[src/sthr_pkg.sv]
package sthr_pkg;

	localparam int ACC_FRAC_BITS = 8;
	localparam int ACC_W = 24;
	localparam int INC_W = ACC_FRAC_BITS + 10;
	localparam int SUM_W = ((INC_W > ACC_W) ? INC_W : ACC_W) + 1;
	localparam int AXIS_W = 16;
	localparam int GAIN_W = 16;
	localparam int LEVEL_W = 15;
	localparam int TRIG_W = 8;
	localparam int MOVE_W = 8;
	localparam int CFG_IDX_W = 8;
	localparam int CFG_DATA_W = 16;
	localparam int FULL_SCALE = 32767;
	localparam int HALF_DEN = (FULL_SCALE * 256) / 2;

	typedef enum logic [1:0] {
		MODE_GAMEPAD = 2'd0,
		MODE_MOUSE   = 2'd1,
		MODE_DUAL    = 2'd2,
		MODE_SILENT  = 2'd3
	} mode_t;

	localparam logic [CFG_IDX_W-1:0] CFG_MODE          = 8'd0;
	localparam logic [CFG_IDX_W-1:0] CFG_MOUSE_GAIN    = 8'd1;
	localparam logic [CFG_IDX_W-1:0] CFG_PRESS_LEVEL   = 8'd2;
	localparam logic [CFG_IDX_W-1:0] CFG_RELEASE_LEVEL = 8'd3;

	localparam logic [GAIN_W-1:0] GAIN_RESET = 16'd256;
	localparam logic [LEVEL_W-1:0] PRESS_RESET = 15'd19660;
	localparam logic [LEVEL_W-1:0] RELEASE_RESET = 15'd13107;

	localparam logic KIND_GAMEPAD = 1'b0;
	localparam logic KIND_MOUSE = 1'b1;

endpackage

[src/sthr_if.sv]
interface sthr_in_if;
	logic valid;
	logic ready;
	logic signed [sthr_pkg::AXIS_W-1:0] axis_in_x;
	logic signed [sthr_pkg::AXIS_W-1:0] axis_in_y;
	logic signed [sthr_pkg::AXIS_W-1:0] press_in;
	logic host_ready;
	modport source (output valid, axis_in_x, axis_in_y, press_in, host_ready, input ready);
	modport sink (input valid, axis_in_x, axis_in_y, press_in, host_ready, output ready);
endinterface

interface sthr_out_if;
	logic valid;
	logic ready;
	logic report_kind;
	logic signed [sthr_pkg::AXIS_W-1:0] pad_x;
	logic signed [sthr_pkg::AXIS_W-1:0] pad_y;
	logic [sthr_pkg::TRIG_W-1:0] pad_trigger;
	logic button_bit;
	logic signed [sthr_pkg::MOVE_W-1:0] move_x;
	logic signed [sthr_pkg::MOVE_W-1:0] move_y;
	modport source (output valid, report_kind, pad_x, pad_y, pad_trigger, button_bit,
		move_x, move_y, input ready);
	modport sink (input valid, report_kind, pad_x, pad_y, pad_trigger, button_bit,
		move_x, move_y, output ready);
endinterface

interface sthr_cfg_if;
	logic valid;
	logic ready;
	logic [sthr_pkg::CFG_IDX_W-1:0] index;
	logic [sthr_pkg::CFG_DATA_W-1:0] data;
	modport source (output valid, index, data, input ready);
	modport sink (input valid, index, data, output ready);
endinterface

[src/sthr_axis_scale.sv]
module sthr_axis_scale (
	input  logic clk,
	input  logic en,
	input  logic signed [sthr_pkg::AXIS_W-1:0] axis,
	input  logic [sthr_pkg::GAIN_W-1:0] gain,
	output logic signed [sthr_pkg::INC_W-1:0] inc_s3
);

	localparam int F = sthr_pkg::ACC_FRAC_BITS;
	localparam int P_W = sthr_pkg::AXIS_W + sthr_pkg::GAIN_W;
	localparam int NUM_W = P_W + F;
	localparam int T_W = NUM_W + 1;
	localparam int U_W = T_W - 8;
	localparam int A_W = U_W - 15;
	localparam int S_W = ((A_W > 15) ? A_W : 15) + 1;
	localparam int A2_W = S_W - 15;

	logic [sthr_pkg::AXIS_W-1:0] mag;
	logic [P_W-1:0] prod_s2;
	logic neg_s2;
	logic [NUM_W-1:0] num;
	logic [T_W-1:0] t;
	logic [U_W-1:0] u;
	logic [A_W-1:0] a;
	logic [S_W-1:0] s;
	logic [A2_W-1:0] a2;
	logic [15:0] s2;
	logic carry;
	logic [A_W-1:0] q;
	logic [A_W:0] q_ext;
	logic [A_W:0] q_sgn;

	assign mag = axis[sthr_pkg::AXIS_W-1] ? (~axis + 16'd1) : axis;

	always_ff @(posedge clk) begin
		if (en) begin
			prod_s2 <= P_W'(mag) * P_W'(gain);
			neg_s2 <= axis[sthr_pkg::AXIS_W-1];
		end
	end

	// round(p * 2^F / (32767 * 256)): drop the 256, then fold by 2^15 = 32767 + 1
	always_comb begin
		num = {prod_s2, {F{1'b0}}};
		t = T_W'(num) + T_W'(sthr_pkg::HALF_DEN);
		u = t[T_W-1:8];
		a = u[U_W-1:15];
		s = S_W'(a) + S_W'(u[14:0]);
		a2 = s[S_W-1:15];
		s2 = 16'(a2) + 16'(s[14:0]);
		carry = (s2 >= 16'd32767);
		q = a + A_W'(a2) + A_W'(carry);
		q_ext = {1'b0, q};
		q_sgn = neg_s2 ? (~q_ext + 1'b1) : q_ext;
	end

	always_ff @(posedge clk) begin
		if (en) begin
			inc_s3 <= $signed(q_sgn[sthr_pkg::INC_W-1:0]);
		end
	end

endmodule

[src/stick_to_hid_report_router.sv]
// Joystick sample to HID report router. One sample word is accepted every clock cycle
// while no report word waits at the output; each passes a three-stage pipeline (input
// register, gain multiply, rounding divide by full scale) and an output register that
// holds its report word, if any. The press latch, dual phase and Q16.8 mouse
// accumulators are updated in the last stage, so consecutive samples see each other's
// state. When a report word waits at the output the whole pipeline holds.
// Configuration writes are taken in any cycle and act at once on every stage that uses
// them, so make them only while no sample word is in flight.
module stick_to_hid_report_router (
	input  logic clk,
	input  logic arst_n,
	sthr_in_if.sink sample,
	sthr_out_if.source report,
	sthr_cfg_if.sink cfg
);

	localparam int F = sthr_pkg::ACC_FRAC_BITS;
	localparam int ACC_W = sthr_pkg::ACC_W;
	localparam int INC_W = sthr_pkg::INC_W;
	localparam int SUM_W = sthr_pkg::SUM_W;
	localparam int W_W = ACC_W + 1 - F;
	localparam logic signed [SUM_W-1:0] SUM_MAX = SUM_W'(2 ** (ACC_W - 1) - 1);
	localparam logic signed [SUM_W-1:0] SUM_MIN = SUM_W'(-(2 ** (ACC_W - 1)));
	localparam logic signed [W_W-1:0] WHOLE_MAX = W_W'(127);
	localparam logic signed [W_W-1:0] WHOLE_MIN = W_W'(-127);

	function automatic logic signed [ACC_W-1:0] integ(logic signed [ACC_W-1:0] acc,
		logic signed [INC_W-1:0] inc);
		logic signed [SUM_W-1:0] sum;
		sum = SUM_W'(acc) + SUM_W'(inc);
		if (sum > SUM_MAX) integ = SUM_MAX[ACC_W-1:0];
		else if (sum < SUM_MIN) integ = SUM_MIN[ACC_W-1:0];
		else integ = sum[ACC_W-1:0];
	endfunction

	function automatic logic signed [7:0] whole_of(logic signed [ACC_W-1:0] acc);
		logic signed [ACC_W:0] biased;
		logic signed [W_W-1:0] w;
		biased = $signed({acc[ACC_W-1], acc})
			+ $signed({1'b0, {(ACC_W - F){1'b0}}, {F{acc[ACC_W-1]}}});
		w = $signed(biased[ACC_W:F]);
		if (w > WHOLE_MAX) whole_of = 8'sd127;
		else if (w < WHOLE_MIN) whole_of = -8'sd127;
		else whole_of = w[7:0];
	endfunction

	sthr_pkg::mode_t mode_q;
	logic [sthr_pkg::GAIN_W-1:0] gain_q;
	logic [sthr_pkg::LEVEL_W-1:0] press_q;
	logic [sthr_pkg::LEVEL_W-1:0] release_q;

	logic latch_q;
	logic phase_q;
	logic signed [ACC_W-1:0] accum_x_q;
	logic signed [ACC_W-1:0] accum_y_q;

	logic en;
	logic v_s1, v_s2, v_s3;
	logic signed [15:0] x_s1, y_s1, z_s1, z_s2, z_s3;
	logic rdy_s1, rdy_s2, rdy_s3;
	logic signed [15:0] padx_s2, pady_s2, padx_s3, pady_s3;
	logic [22:0] tv_s2;
	logic [7:0] trig_s3;
	logic signed [INC_W-1:0] inc_x_s3, inc_y_s3;
	logic [14:0] zc;

	logic [7:0] ta;
	logic [15:0] ts;
	logic [7:0] trig;

	logic latch_nx, active, gamepad, mouse, dual, emit_pad, mouse_send, btn, emit;
	logic signed [ACC_W-1:0] ax_int, ay_int, ax_new, ay_new;
	logic signed [7:0] dx, dy;

	logic rep_valid_q;
	logic kind_q, btn_q;
	logic signed [15:0] padx_q, pady_q;
	logic [7:0] trig_q;
	logic signed [7:0] movex_q, movey_q;

	assign cfg.ready = 1'b1;

	always_ff @(posedge clk or negedge arst_n) begin
		if (!arst_n) begin
			mode_q <= sthr_pkg::MODE_GAMEPAD;
			gain_q <= sthr_pkg::GAIN_RESET;
			press_q <= sthr_pkg::PRESS_RESET;
			release_q <= sthr_pkg::RELEASE_RESET;
		end else if (cfg.valid) begin
			case (cfg.index)
				sthr_pkg::CFG_MODE: mode_q <= sthr_pkg::mode_t'(cfg.data[1:0]);
				sthr_pkg::CFG_MOUSE_GAIN: gain_q <= cfg.data;
				sthr_pkg::CFG_PRESS_LEVEL: press_q <= cfg.data[14:0];
				sthr_pkg::CFG_RELEASE_LEVEL: release_q <= cfg.data[14:0];
				default: ;
			endcase
		end
	end

	assign en = !rep_valid_q || report.ready;
	assign sample.ready = en;

	always_ff @(posedge clk or negedge arst_n) begin
		if (!arst_n) begin
			v_s1 <= 1'b0;
			v_s2 <= 1'b0;
			v_s3 <= 1'b0;
		end else if (en) begin
			v_s1 <= sample.valid;
			v_s2 <= v_s1;
			v_s3 <= v_s2;
		end
	end

	assign zc = z_s1[15] ? 15'd0 : z_s1[14:0];

	always_comb begin
		ta = tv_s2[22:15];
		ts = 16'(ta) + 16'(tv_s2[14:0]);
		trig = ta + 8'(ts >= 16'd32767);
	end

	always_ff @(posedge clk) begin
		if (en) begin
			x_s1 <= sample.axis_in_x;
			y_s1 <= sample.axis_in_y;
			z_s1 <= sample.press_in;
			rdy_s1 <= sample.host_ready;
			padx_s2 <= (x_s1 == 16'sh8000) ? -16'sd32767 : x_s1;
			pady_s2 <= (y_s1 == 16'sh8000) ? -16'sd32767 : y_s1;
			tv_s2 <= (23'(zc) * 23'd255) + 23'd16383;
			z_s2 <= z_s1;
			rdy_s2 <= rdy_s1;
			padx_s3 <= padx_s2;
			pady_s3 <= pady_s2;
			trig_s3 <= trig;
			z_s3 <= z_s2;
			rdy_s3 <= rdy_s2;
		end
	end

	sthr_axis_scale u_scale_x (
		.clk(clk), .en(en), .axis(x_s1), .gain(gain_q), .inc_s3(inc_x_s3)
	);

	sthr_axis_scale u_scale_y (
		.clk(clk), .en(en), .axis(y_s1), .gain(gain_q), .inc_s3(inc_y_s3)
	);

	always_comb begin
		if (!latch_q && (z_s3 > $signed({1'b0, press_q}))) latch_nx = 1'b1;
		else if (latch_q && (z_s3 < $signed({1'b0, release_q}))) latch_nx = 1'b0;
		else latch_nx = latch_q;
		active = rdy_s3 && (mode_q != sthr_pkg::MODE_SILENT);
		gamepad = (mode_q == sthr_pkg::MODE_GAMEPAD) || (mode_q == sthr_pkg::MODE_DUAL);
		mouse = (mode_q == sthr_pkg::MODE_MOUSE) || (mode_q == sthr_pkg::MODE_DUAL);
		dual = (mode_q == sthr_pkg::MODE_DUAL);
		emit_pad = dual ? !phase_q : gamepad;
		mouse_send = dual ? phase_q : mouse;
		ax_int = mouse ? integ(accum_x_q, inc_x_s3) : accum_x_q;
		ay_int = mouse ? integ(accum_y_q, inc_y_s3) : accum_y_q;
		dx = mouse_send ? whole_of(ax_int) : 8'sd0;
		dy = mouse_send ? whole_of(ay_int) : 8'sd0;
		ax_new = ax_int - (ACC_W'(dx) <<< F);
		ay_new = ay_int - (ACC_W'(dy) <<< F);
		btn = !gamepad && latch_nx;
		emit = active && (emit_pad || (mouse_send && ((dx != 8'sd0) || (dy != 8'sd0) || btn)));
	end

	always_ff @(posedge clk or negedge arst_n) begin
		if (!arst_n) begin
			latch_q <= 1'b0;
			phase_q <= 1'b0;
			accum_x_q <= '0;
			accum_y_q <= '0;
		end else if (en && v_s3) begin
			latch_q <= latch_nx;
			if (active) begin
				accum_x_q <= ax_new;
				accum_y_q <= ay_new;
				if (dual) phase_q <= !phase_q;
			end
		end
	end

	always_ff @(posedge clk or negedge arst_n) begin
		if (!arst_n) begin
			rep_valid_q <= 1'b0;
		end else if (en) begin
			rep_valid_q <= v_s3 && emit;
		end
	end

	always_ff @(posedge clk) begin
		if (en) begin
			if (emit_pad) begin
				kind_q <= sthr_pkg::KIND_GAMEPAD;
				padx_q <= padx_s3;
				pady_q <= pady_s3;
				trig_q <= trig_s3;
				btn_q <= latch_nx;
				movex_q <= '0;
				movey_q <= '0;
			end else begin
				kind_q <= sthr_pkg::KIND_MOUSE;
				padx_q <= '0;
				pady_q <= '0;
				trig_q <= '0;
				btn_q <= btn;
				movex_q <= dx;
				movey_q <= dy;
			end
		end
	end

	assign report.valid = rep_valid_q;
	assign report.report_kind = kind_q;
	assign report.pad_x = padx_q;
	assign report.pad_y = pady_q;
	assign report.pad_trigger = trig_q;
	assign report.button_bit = btn_q;
	assign report.move_x = movex_q;
	assign report.move_y = movey_q;

	a_silent_no_report: assert property (@(posedge clk) disable iff (!arst_n)
		(en && v_s3 && (mode_q == sthr_pkg::MODE_SILENT)) |=> !rep_valid_q)
		else $error("report word produced in silent mode");

	a_move_range: assert property (@(posedge clk) disable iff (!arst_n)
		(rep_valid_q && (kind_q == sthr_pkg::KIND_MOUSE))
			|-> ((movex_q != 8'sh80) && (movey_q != 8'sh80)))
		else $error("mouse delta outside -127..127");

	a_pad_no_move: assert property (@(posedge clk) disable iff (!arst_n)
		(rep_valid_q && (kind_q == sthr_pkg::KIND_GAMEPAD))
			|-> ((movex_q == 8'sd0) && (movey_q == 8'sd0)))
		else $error("gamepad report carries mouse motion");

	a_idle_accum: assert property (@(posedge clk) disable iff (!arst_n)
		(en && v_s3 && !rdy_s3) |=> ($stable(accum_x_q) && $stable(accum_y_q)
			&& $stable(phase_q)))
		else $error("accumulator or phase moved while host not ready");

endmodule

[src/flat_wrapper.sv]
// flat-port wrapper written by rule: the top's interface ports become plain ports
module stick_to_hid_report_router_flat 
  (clk, arst_n, sample_valid, sample_axis_in_x, sample_axis_in_y, sample_press_in, sample_host_ready, sample_ready, report_valid, report_report_kind, report_pad_x, report_pad_y, report_pad_trigger, report_button_bit, report_move_x, report_move_y, report_ready, cfg_valid, cfg_index, cfg_data, cfg_ready);
  sthr_in_if sample_i ();
  sthr_out_if report_i ();
  sthr_cfg_if cfg_i ();
  input  logic clk;
  input  logic arst_n;
  input wire logic [$bits(sample_i.valid)-1:0] sample_valid;
  input wire logic [$bits(sample_i.axis_in_x)-1:0] sample_axis_in_x;
  input wire logic [$bits(sample_i.axis_in_y)-1:0] sample_axis_in_y;
  input wire logic [$bits(sample_i.press_in)-1:0] sample_press_in;
  input wire logic [$bits(sample_i.host_ready)-1:0] sample_host_ready;
  output wire logic [$bits(sample_i.ready)-1:0] sample_ready;
  output wire logic [$bits(report_i.valid)-1:0] report_valid;
  output wire logic [$bits(report_i.report_kind)-1:0] report_report_kind;
  output wire logic [$bits(report_i.pad_x)-1:0] report_pad_x;
  output wire logic [$bits(report_i.pad_y)-1:0] report_pad_y;
  output wire logic [$bits(report_i.pad_trigger)-1:0] report_pad_trigger;
  output wire logic [$bits(report_i.button_bit)-1:0] report_button_bit;
  output wire logic [$bits(report_i.move_x)-1:0] report_move_x;
  output wire logic [$bits(report_i.move_y)-1:0] report_move_y;
  input wire logic [$bits(report_i.ready)-1:0] report_ready;
  input wire logic [$bits(cfg_i.valid)-1:0] cfg_valid;
  input wire logic [$bits(cfg_i.index)-1:0] cfg_index;
  input wire logic [$bits(cfg_i.data)-1:0] cfg_data;
  output wire logic [$bits(cfg_i.ready)-1:0] cfg_ready;
  assign sample_i.valid = sample_valid;
  assign sample_i.axis_in_x = sample_axis_in_x;
  assign sample_i.axis_in_y = sample_axis_in_y;
  assign sample_i.press_in = sample_press_in;
  assign sample_i.host_ready = sample_host_ready;
  assign sample_ready = sample_i.ready;
  assign report_valid = report_i.valid;
  assign report_report_kind = report_i.report_kind;
  assign report_pad_x = report_i.pad_x;
  assign report_pad_y = report_i.pad_y;
  assign report_pad_trigger = report_i.pad_trigger;
  assign report_button_bit = report_i.button_bit;
  assign report_move_x = report_i.move_x;
  assign report_move_y = report_i.move_y;
  assign report_i.ready = report_ready;
  assign cfg_i.valid = cfg_valid;
  assign cfg_i.index = cfg_index;
  assign cfg_i.data = cfg_data;
  assign cfg_ready = cfg_i.ready;
  stick_to_hid_report_router u_core (.clk(clk), .arst_n(arst_n), .sample(sample_i), .report(report_i), .cfg(cfg_i));
endmodule
[config.mk]
export PLATFORM = sky130hd
export DESIGN_NAME = stick_to_hid_report_router_flat
export DESIGN_NICKNAME = d
export VERILOG_FILES = /design/src/sthr_pkg.sv /design/src/sthr_if.sv /design/src/sthr_axis_scale.sv /design/src/stick_to_hid_report_router.sv /design/src/flat_wrapper.sv
export SDC_FILE = /design/constraint.sdc
export NUM_CORES = 2
export LEC_CHECK = 0
export BUFFER_PORTS_ARGS = -buffer_cell sky130_fd_sc_hd__buf_2
export CAP_MARGIN = 25
export CORE_UTILIZATION = 44
export DETAILED_ROUTE_END_ITERATION = 10
export PLACE_DENSITY_LB_ADDON = 0.15
export SLEW_MARGIN = 20
export SYNTH_ARGS = -nofsm -noshare
export SYNTH_HDL_FRONTEND = slang
export SYNTH_SLANG_ARGS = --single-unit
[constraint.sdc]
create_clock -name clk -period 10.6 [get_ports clk]
set_input_delay 1.06 -clock clk [delete_from_list [all_inputs] [get_ports clk]]
set_output_delay 1.06 -clock clk [all_outputs]
set_load 0.01 [all_outputs]
Word-level counts from Yosys, hierarchy flattened
Cells that the tools add are included.
Word-level totals
  register bits: 440
  bits of input ports: 78
  output and inout bits: 61
  logic and storage cells: 141
Cells by class
  add/sub/neg operators: 23
  multiply operators: 3
  $lt $le $gt $ge: 13
  equality and inequality tests: 8
  mux-type cells: 23
  bitwise logic cells: 4
  reductions and logical operators: 28
Operator list (count)
  $mux W24: 6
  $add A40 B22 Y41 const B: 2
  $mul A16 B16 Y32: 2
  $add A24 B18 Y25: 2
  $add A24 B9 Y25: 2
  $gt A25 B24 Y1 const B: 2
  $lt A25 B24 Y1 const B: 2
  $ge A16 B15 Y1 const B: 3
  $mux W8: 6
  $sub A24 B16 Y24: 2
  $add A18 B15 Y19: 2
  $add A18 B1 Y18: 2
  $add A18 B1 Y18 const B: 2
  $add A18 B4 Y18: 2
  $mux W18: 2
  $not A18 Y18: 2
  $gt A17 B8 Y1 const B: 2
  $lt A17 B8 Y1 const B: 2
  $add A16 B1 Y16 const B: 2
  $add A4 B15 Y16: 2
  $eq A16 B16 Y1 const B: 2
  $mux W16: 2
  $not A16 Y16: 2
  $add A23 B14 Y23 const B: 1
  20 further kinds: 46

Logic depth before layout (Yosys ltp)
  word-level depth: 17
  mapped depth: 44
  mapped depth without buffers: 44

Hierarchy
A second synthesis with hierarchy kept.
Second synthesis, totals
  cell total of the unflattened synthesis: 4791
  area total of the unflattened synthesis: 47095.2 um^2
By module, submodules not included
  stick_to_hid_report_router: times used 1, cells each 1948, area an instance 21569.4 um^2, seq. area each 9659.3 um^2
  sthr_axis_scale at u_core.u_scale_x: times used 1, cells each 1424, area an instance 12764.7 um^2, seq. area each 1531.5 um^2
  sthr_axis_scale at u_core.u_scale_y: times used 1, cells each 1419, area an instance 12761.0 um^2, seq. area each 1531.5 um^2

Worst setup path before layout
OpenSTA, ideal clock, no wires.
  path kind: register to register
  from: register u_core.u_scale_x.prod_s2[7]
  to: register u_core.u_scale_x.inc_s3[17] (netlist bit) (data pin)
  library setup time: 0.265 ns
  arrival time: 9.880 ns
  data required time: 10.335 ns
  setup slack: 0.455 ns
  cell stages (with the launch flop): 42
  buffers on the path: 0
  clock period less this slack: 10.145 ns
  cells stage by stage: edfxtp_1 or4_4 or4b_4 nor2_1 nor2_1 xor2_1 ha_1 a21o_1 a21oi_1 o21ai_0 a21oi_1 o21ai_0 a21oi_1 nand2b_1 a21boi_0 o41ai_1 o21a_1 o21ai_0 [6 not listed] maj3_1 o32a_1 nand3_1 nor4_1 o2111ai_1 nor4b_1 fa_1 fa_1 a21o_2 a21oi_1 xor2_1 or3_1 or3_1 or3_1 or3_4 or4b_4 o31ai_4 xor2_1
On the way
  longest elaborated chain between the ends: 8
  elaborated cells between the ends (all ways): 9
  classes of those cells: 6 x add/sub; 1 x order compare; 1 x mux; 1 x bitwise
Ends and longest elaborated chain
  from (decl): line sthr_axis_scale.sv:19  | logic [P_W-1:0] prod_s2;
  from (signal assigned): line sthr_axis_scale.sv:37  | prod_s2 <= P_W'(mag) * P_W'(gain);
  $add A40 B22 Y41 (*): line sthr_axis_scale.sv:45  | t = T_W'(num) + T_W'(sthr_pkg::HALF_DEN);
  $add A18 B15 Y19: line sthr_axis_scale.sv:48  | s = S_W'(a) + S_W'(u[14:0]);
  $add A4 B15 Y16: line sthr_axis_scale.sv:50  | s2 = 16'(a2) + 16'(s[14:0]);
  $ge A16 B15 Y1: line sthr_axis_scale.sv:51  | carry = (s2 >= 16'd32767);
  $add A18 B1 Y18 (*): line sthr_axis_scale.sv:52  | q = a + A_W'(a2) + A_W'(carry);
  $not A18 Y18: line sthr_axis_scale.sv:54  | q_sgn = neg_s2 ? (~q_ext + 1'b1) : q_ext;
  $add A18 B1 Y18: line sthr_axis_scale.sv:54
  $mux W18 (*): line sthr_axis_scale.sv:54
  via u_core.u_scale_x.q_sgn[17]: line sthr_axis_scale.sv:31  | logic [A_W:0] q_sgn;
  to (signal assigned): line sthr_axis_scale.sv:59  | inc_s3 <= $signed(q_sgn[sthr_pkg::INC_W-1:0]);
  to (decl): line sthr_axis_scale.sv:6  | output logic signed [sthr_pkg::INC_W-1:0] inc_s3
Mark *: on every way through the listed nets, which the timed path passes. The rest lies on a longest branch.
A chain may end at the register's enable or synchronous reset.

Final worst setup path
Same ends and word-level chain as after synthesis.

==> metrics.md <==
| Metric | Value |
|---|---|
| Status | completed |
| Clock root cell | clkbuf_16 |
| Max Clock Skew | 0.0181 ns |
| Largest net degree at the start of global routing | 76 |
| Worst IR Drop VDD | 0.179 mV |
| Nets | 5708 |
| Max-Slew Margin vs Limit | 0.296 |
| Core Area | 102000 um^2 |
| Synth cell count leaders | inv_1 (650), nand2_1 (542), fa_1 (463), ha_1 (440), edfxtp_1 (338) |
| Hold Fails Final Rpt | 0 |
| Antenna diodes | 0 |
| Die Area | 104000 um^2 |
| Slew Limit Fails | 0 |
| Top post-synthesis cells by area | edfxtp_1 (22%), fa_1 (20%), ha_1 (12%), inv_1 (5.4%), dfrtp_1 (4.8%) |
| Ys async rst share | 0.232 |
| Initial antenna violation count | 2 |
| Net Sw Power | 0.00433 W |
| Synth top area share | 0.224 |
| Slowest-stage cell, CP | or4_4 |
| CTS tree | yes |
| Post-CTS Hold Buffers | 0 |
| Hold-critical path depth | 0 |
| CP endpoint kind | flop |
| Clock latency on the worst-skew pair | 0.66 ns |
| Crit path from | u_core.u_scale_x.prod_s2[7] |
| Crit Path Max Fanout | 5 |
| Post-Place Cell Area | 47800 um^2 |
| Area growth syn-to-layout | 9.57% |
| Flops & latches, synth | 440 |
| Total Neg Setup Slack | 0 ns |
| Core Rows | 117 |
| Clock transition at the registers of the reported paths | 0.06 ns |
| Final hold slack | 0.414 ns |
| CP Class | reg2reg |
| Max frequency | 98.6 MHz |
| Post-route DRC violation count | 0 |
| CP arrival | 10.54 ns |
| Yosys warns | 0 |
| Die Height | 323 um |
| Hold endpoint | u_core.z_s3[13] |
| Synthesized area | 45300 um^2 |
| Final period util | 0.957 |
| Final setup fails | 0 |
| Layout cells sized above 1 | 0.0960 |
| Final ANT Viol Nets | 0 |
| Sequential share of the synthesized area | 0.281 |
| Fin util | 0.487 |
| Via density | 5.20 |
| DP Cell Count | 6036 |
| Total GRT Usage | 0.209 |
| Worst R2R Path Depth | 40 |
| Detailed Route Iter0 Violations | 1602 |
| Largest stage delay, worst path | 0.59 ns |
| R2r endpoint | u_core.u_scale_x.inc_s3[17] |
| Avg Inst Size Synth | 9.84 um^2 |
| Final Non-Filler Cells | 6139 |
| Routed wire length | 106 mm |
| Hold_sp | u_core.z_s2[13] |
| CTS HTree Levels | 2 |
| Flop2flop setup slack | 0.45 ns |
| Number of max-cap violations | 0 |
| CP required | 11.00 ns |
| Sw Share | 0.431 |
| Final Cell Area | 49600 um^2 |
| Hpwl dp | 81.8 mm |
| Io pins | 139 |
| Grt total ovfl | 0 |
| Via count of the first global-routing pass | 32100 |
| Router iterations before antenna repair | 6 |
| Most frequent cell after synthesis | inv_1 |
| Die extent in x | 323 um |
| RR Startpoint | u_core.u_scale_x.prod_s2[7] |
| HP Class | reg2reg |
| Initial Util | 0.445 |
| Startpoint Class | flop |
| Final weighted congestion in routability-driven placement | 0.873 |
| Yosys top cell by area | edfxtp_1 |
| Cell count after synthesis | 4606 |
| Clk sinks | 440 |
| CTS Buffer Depth | 3 |
| Int Pwr | 0.00570 W |
| Post-synth EDFFs | 338 |
| Wire per inst | 17.3 um |
| PwrDens | 202 nW/um^2 |
| P_leak | 23.3 nW |
| Sequential power share | 0.258 |
| Slew @ Worst Pin | 1.05 ns |
| First-pass GRT wire length | 173 mm |
| PortBufs | 137 |
| Tmin final | 10.15 ns |
| Vias | 31900 |
| Synth Flop Type | edfxtp_1 |
| Distinct cell type count after synthesis | 95 |
| Logic pwr share | 0.560 |
| Fill cells | 9567 |
| Clock share of power | 0.181 |
| Num CTS Buffers | 52 |
## metal layers
| metal | vias to the layer above | share of wire | GRT usage |
|---|---|---|---|
| li1 | 15600 | - | - |
| met4 | 0 | 0.019 | 0.0473 |
| met1 | 15700 | 0.48 | 0.296 |
| met5 | - | 0 | 0 |
| met2 | 547 | 0.46 | 0.341 |
| met3 | 105 | 0.043 | 0.0282 |
## power by group through the flow
stage	logic, W	registers, W	clock network (W)
floorplan	0.00427	0.00251	0
global placement	0.00552	0.00262	0
detailed placement	0.00556	0.00262	0
CTS	0.00561	0.00259	0.00188
global route	0.00638	0.00263	0.00193
finish	0.00562	0.00259	0.00182
## metrics by stage
stage                     setup slack [ns]  power (W)
after global routing               -0.0735     0.0109
after detailed placement            0.0827    0.00817
final                                0.454     0.0100
after CTS                           0.0365     0.0101
after global placement               0.118    0.00815
after floorplan                      0.455    0.00678
## worst max-delay path: cells and delay by family, from the launching register on
family,cells,cell delay (ns)
AOI/OAI and AO/OA,14,2.55
xor gates and xnor gates,5,0.66
adders and majority gates,6,2.02
DFF,1,0.44
and+or+nand+nor,15,4.20
## final cells by class
type	count	area (um^2)	share of cell area
clock buffers	64	1360	0.0273
repair buffers	224	1360	0.0274
clock inverters	34	372	0.00749
inverters	650	2450	0.0493
well taps	1368	1710	0.0345
multi-input cells	3359	29700	0.598
flip-flops and latches	440	12700	0.256
## layout by cell type, fill, tap and decap left out, types with 85 or more instances in the layout
master,Yosys,routed
a21oi_1,170,167
and2_1,251,251
buf_2,2,136
buf_4,1,86
dfrtp_1,86,85
edfxtp_1,338,338
fa_1,463,459
ha_1,440,437
inv_1,650,649
nand2_1,542,542
nor2_1,217,215
o21ai_0,144,139
xnor2_1,211,209
xor2_1,111,109
## sequential cells by signal (all words and copies together), names as in the netlist, 18 cells and up
| name | cells |
|---|---|
| u_core.u_scale_x.inc_s3 | 18 |
| u_core.tv_s2 | 23 |
| u_core.accum_x_q | 24 |
| u_core.u_scale_x.prod_s2 | 32 |
| u_core.accum_y_q | 24 |
| u_core.u_scale_y.prod_s2 | 32 |
| u_core.u_scale_y.inc_s3 | 18 |
## logic make-up after synthesis
family / after synthesis / synth area share
AOI/OAI and AO/OA: 660 / 0.0954
other: 2 / 0.000166
buffers and inverters: 810 / 0.0673
adders and majority gates: 905 / 0.327
and+or+nand+nor: 1400 / 0.151
muxes: 66 / 0.0163
xor gates and xnor gates: 323 / 0.0626
DFF: 440 / 0.281
## timing repair
action | in CTS | in global routing
endpoints found under the setup margin | 0 | 14
buffers inserted | 0 | 4
gates resized for setup | 0 | 27
## worst max-delay path by stage
stage	end	slack, ns	depth (start not counted)
final	u_core.u_scale_x.inc_s3[17]	0.45	40
after CTS	u_core.u_scale_x.inc_s3[17]	0.04	43
after global routing	u_core.u_scale_x.inc_s3[17]	-0.07	42
after floorplan	u_core.u_scale_x.inc_s3[17]	0.46	41
after detailed placement	u_core.u_scale_x.inc_s3[17]	0.08	43
after global placement	u_core.u_scale_x.inc_s3[17]	0.12	43
Power figures use the tool's default switching activity.
